File: src/design/pps_pkg.sv
// Package for the path progress scorer: sizes, op codes, controller states
// and the command/status structs shared by the controller and the datapath.
// No dependencies.
package pps_pkg;

   // Path storage and coordinate sizes.
   localparam int MAX_PATH_POINTS = 1024;
   localparam int COORD_BITS      = 24;
   localparam int ADDR_W          = $clog2(MAX_PATH_POINTS);
   localparam int INDEX_W         = $clog2(MAX_PATH_POINTS + 1);
   localparam int POINT_W         = 2 * COORD_BITS;

   // Distance arithmetic: absolute differences, squares and their sum.
   localparam int DIFF_W = COORD_BITS + 1;
   localparam int SQ_W   = 2 * DIFF_W;
   localparam int SUM_W  = SQ_W + 1;

   // Score arithmetic.
   localparam int WINDOW_W   = 16;
   localparam int FRAC_BITS  = 16;
   localparam int SCORE_W    = 27;
   localparam int STEP_W     = INDEX_W + 1;
   localparam int NUM_W      = ((WINDOW_W > STEP_W) ? WINDOW_W : STEP_W) + 2;
   localparam int DIVD_W     = NUM_W + FRAC_BITS;
   localparam int DIVCNT_W   = $clog2(DIVD_W + 1);
   localparam logic [WINDOW_W-1:0] WINDOW_RESET = WINDOW_W'(100);

   // Configuration port.
   localparam int DATA_W  = 32;
   localparam int PADDR_W = 3;
   localparam logic CSR_WINDOW_INDEX = 1'b0;

   // Input op codes.
   localparam int OP_W = 2;
   localparam logic [OP_W-1:0] OP_CLEAR  = 2'd0;
   localparam logic [OP_W-1:0] OP_APPEND = 2'd1;
   localparam logic [OP_W-1:0] OP_SCORE  = 2'd2;

   // Controller states.
   typedef enum logic [1:0] {
      ST_IDLE,
      ST_SCAN,
      ST_DIVIDE
   } pps_state_type;

   // Commands from the controller to the datapath.
   typedef struct packed {
      logic clear;
      logic append;
      logic score_start;
      logic div_start;
      logic load_result;
   } pps_cmd_type;

   // Status from the datapath to the controller.
   typedef struct packed {
      logic scan_busy;
      logic div_busy;
      logic out_free;
   } pps_status_type;

endpackage

File: src/design/pps_ctrl.sv
// Controller state machine of the path progress scorer.
// Depends on pps_pkg; drives the datapath through pps_cmd_type.
module pps_ctrl (
   input  logic                        clock,
   input  logic                        reset,
   input  logic                        req_valid,
   input  logic [pps_pkg::OP_W-1:0]    req_op,
   output logic                        req_ready,
   input  pps_pkg::pps_status_type     status,
   output pps_pkg::pps_cmd_type        cmd
);
   import pps_pkg::*;

   pps_state_type state_ff;
   pps_state_type state_in;
   logic          req_xfer;

   assign req_xfer = req_valid && req_ready;

   // State register.
   always_ff @(posedge clock) begin
      if (reset) begin
         state_ff <= ST_IDLE;
      end else begin
         state_ff <= state_in;
      end
   end

   // Next state.
   always_comb begin
      state_in = state_ff;
      unique case (state_ff)
         ST_IDLE: begin
            if (req_xfer && req_op == OP_SCORE) begin
               state_in = ST_SCAN;
            end
         end
         ST_SCAN: begin
            if (!status.scan_busy) begin
               state_in = ST_DIVIDE;
            end
         end
         ST_DIVIDE: begin
            if (!status.div_busy && status.out_free) begin
               state_in = ST_IDLE;
            end
         end
         default: begin
            state_in = ST_IDLE;
         end
      endcase
   end

   // Outputs: ready in idle, one-cycle commands to the datapath.
   always_comb begin
      req_ready = 1'b0;
      cmd       = '0;
      unique case (state_ff)
         ST_IDLE: begin
            req_ready       = 1'b1;
            cmd.clear       = req_xfer && req_op == OP_CLEAR;
            cmd.append      = req_xfer && req_op == OP_APPEND;
            cmd.score_start = req_xfer && req_op == OP_SCORE;
         end
         ST_SCAN: begin
            cmd.div_start = !status.scan_busy;
         end
         ST_DIVIDE: begin
            cmd.load_result = !status.div_busy && status.out_free;
         end
         default: begin
            req_ready = 1'b0;
         end
      endcase
   end

endmodule

File: config.mk
export PLATFORM = sky130hd
export DESIGN_NAME = pps_ctrl
export DESIGN_NICKNAME = d
export VERILOG_FILES = /design/src/design/pps_pkg.sv /design/src/design/pps_ctrl.sv
export SDC_FILE = /design/constraint.sdc
export NUM_CORES = 1
export LEC_CHECK = 0
export BUFFER_PORTS_ARGS = -buffer_cell sky130_fd_sc_hd__buf_4
export CAP_MARGIN = 30
export CORE_AREA = 2 2 39 41
export CTS_BUF_LIST = sky130_fd_sc_hd__clkbuf_16
export CTS_CLUSTER_DIAMETER = 60
export DETAILED_ROUTE_END_ITERATION = 6
export DIE_AREA = 0 0 41 43
export PLACE_DENSITY = 0.36
export SLEW_MARGIN = 20
export SYNTH_ARGS = -nofsm -noshare
export SYNTH_HDL_FRONTEND = slang
export SYNTH_SLANG_ARGS = --single-unit
File: constraint.sdc
create_clock -name clock -period 1.7 [get_ports clock]
set_input_delay 0.34 -clock clock [delete_from_list [all_inputs] [get_ports clock]]
set_output_delay 0.34 -clock clock [all_outputs]
set_load 0.005 [all_outputs]
==> metrics.txt <==
DRC viols=0; IO Count=14; total track usage=6.61%; Syn Nets=24; worst-path fanout max=5; Chip Width=41 µm; core region area=0.00138 mm²; clk sinks=2; Setup Fix Bufs, Post-CTS=0; routed wire length per instance=9.06 µm; status=finished, final reports clean; Static Leak=0.151 nW; Slew Limit Fails=0; Util after Layout=23.5%; vias in the first global route=167; PostCTS Resize Cnt=0; total chip power=0.438 mW; Initial Util=9.58%; commonest cells after routing, fill and taps aside=13 x buf_4, 3 x clkbuf_16, 2 x inv_1, 2 x nor3b_2, 2 x dfxtp_1; Final Hold Viols=0; cell taking the most area after synthesis=dfxtp_1; Die Height=43 µm; deepest clock path buffer count=2; CP bufs+invs=1; first-pass GRT wire length=690 µm; Worst Tran Pin Value=174 ps; final setup TNS=0 ps; H-tree levels=1; Synth area leaders=dfxtp_1 30%, nor3b_2 19%, nand4b_1 6.6%; slowest stage delay, CP=330 ps; skew final=0.690 ps; CP required=1360 ps; Final min period=1440 ps; Via density=3.67; share of layout cells above drive strength 1=59.4%; CTS Buf Count=3; Crit Path Class=flip-flop to primary output; DP Cell Count=45; worst vdd ir=0.588 mV; final std cells w/o fill=48; CP Cell Sequence=nor2_2, nand2_1, nor3b_2, buf_4; r2r setup slk=840 ps; Achievable Freq=0.695 GHz; drt first pass iters=2; YS warnings=0; WL final=435 µm; Worst-Skew Late Latency=220 ps; Int Pwr=0.370 mW; PortBufs=13; Final WS setup=262 ps; antenna violations before repair=0; P&R area growth vs syn=145%; clock share of power=80.7%; RSZ-0062 raised after global routing=no; delay-heaviest family, CP=simple AND/OR/NAND/NOR gates; CTS Hold Bufs=0; RePlAce Congestion=0.592; fin area=325 µm²; initial DRC count=6; max reg flops=2; row count=14; DP Area=250 µm²; post-synth cell types=13; Largest regs=state_ff (2); clk slew on worst S/H paths=30 ps; setup violators final=0; Slew headroom=88.4%; most common cell after layout, fill and taps aside=buf_4; Hold WS=287 ps; sequential share of the synthesized area=30.2%; Comb pwr share=7.7%; Synth Cell Area=133 µm²; type of origin of the critical path=flip-flop; largest reg by FF count=state_ff; ant diodes=0; Flop pwr share=11.6%; synthesized flop and latch total=2; CP Data Arrival Time=1100 ps; Hold Path Class=primary input to flip-flop; area share of the largest cell type after synthesis=30.2%; CP endpoint kind=primary output; Final #Nets=42; Final Cycle Share=84.6%; die area=0.00176 mm²; Synth Instances=16; Sw Ratio=15.5%; Syn Area/Cell=8.29 µm²; Antenna Nets Post-Route=0; CTS Root Cell=clkbuf_16; CTS tree=done; largest net degree at the start of global routing=6; global route overflow=0; pre-CTS WS=441 ps; Pwr per Cell Area=1340 mW/mm²; slowest stage cell, crit path=dfxtp_1; max_cap viols=0; Via Count=176; NetSw=0.0679 mW
## routing by layer
metal	track usage [%]	vias up	wire length [µm]
met5	0	-	0
met4	8.00	0	15
met3	6.28	2	111
met2	5.00	17	111
met1	8.28	67	197
li1	-	90	-
## synthesized netlist by cell type
| cell | number |
|---|---|
| nand4b_1 | 1 |
| a31oi_1 | 1 |
| nand2b_1 | 1 |
| nor2_2 | 1 |
| nor3b_1 | 1 |
| nor3_1 | 1 |
| dfxtp_1 | 2 |
| inv_1 | 2 |
| nand2_1 | 1 |
| a21oi_1 | 1 |
| nor2_1 | 1 |
| nand3b_1 | 1 |
| nor3b_2 | 2 |
## path summary, 6_finish.rpt
| kind | from | cells after the start | to |
|---|---|---|---|
| hold reg to reg | state_ff[0]$_SDFFE_PP0P_ | 2 | state_ff[0]$_SDFFE_PP0P_ |
| hold / removal | reset | 2 | state_ff[1]$_SDFFE_PP0P_ |
| setup reg to reg | state_ff[0]$_SDFFE_PP0P_ | 3 | state_ff[0]$_SDFFE_PP0P_ |
| setup / recovery | state_ff[0]$_SDFFE_PP0P_ | 4 | cmd[3] |
## area by class of cell
type,count,area (µm²)
Inverter,2,7.51
Clock buffer,3,75.1
Fill cell,150,1060
Timing Repair Buffer,13,97.6
Sequential cell,2,40.0
Multi-Input combinational cell,12,85.1
Tap cell,16,20.0
## power by group through the flow
stage | logic [mW] | clock network (mW) | registers [mW]
finish | 0.0339 | 0.353 | 0.0507
global route | 0.0383 | 0.363 | 0.0510
CTS | 0.0343 | 0.358 | 0.0507
detailed placement | 0.0343 | 0 | 0.0513
global placement | 0.0335 | 0 | 0.0512
floorplan | 0.0108 | 0 | 0.0509
## worst register-to-register path, stage by stage, from the launching register on
cell,delay [ps]
dfxtp_1,330
nor2_2,160
nand4b_1,150
a21oi_1,150
## logic make-up after synthesis
| family | Yosys count | synth area share, % |
|---|---|---|
| buffers and inverters | 2 | 5.66 |
| AOI/OAI and AO/OA | 2 | 8.49 |
| DFF | 2 | 30.2 |
| and+or+nand+nor | 10 | 55.7 |
No activity file was read; power rests on OpenSTA's default activity.
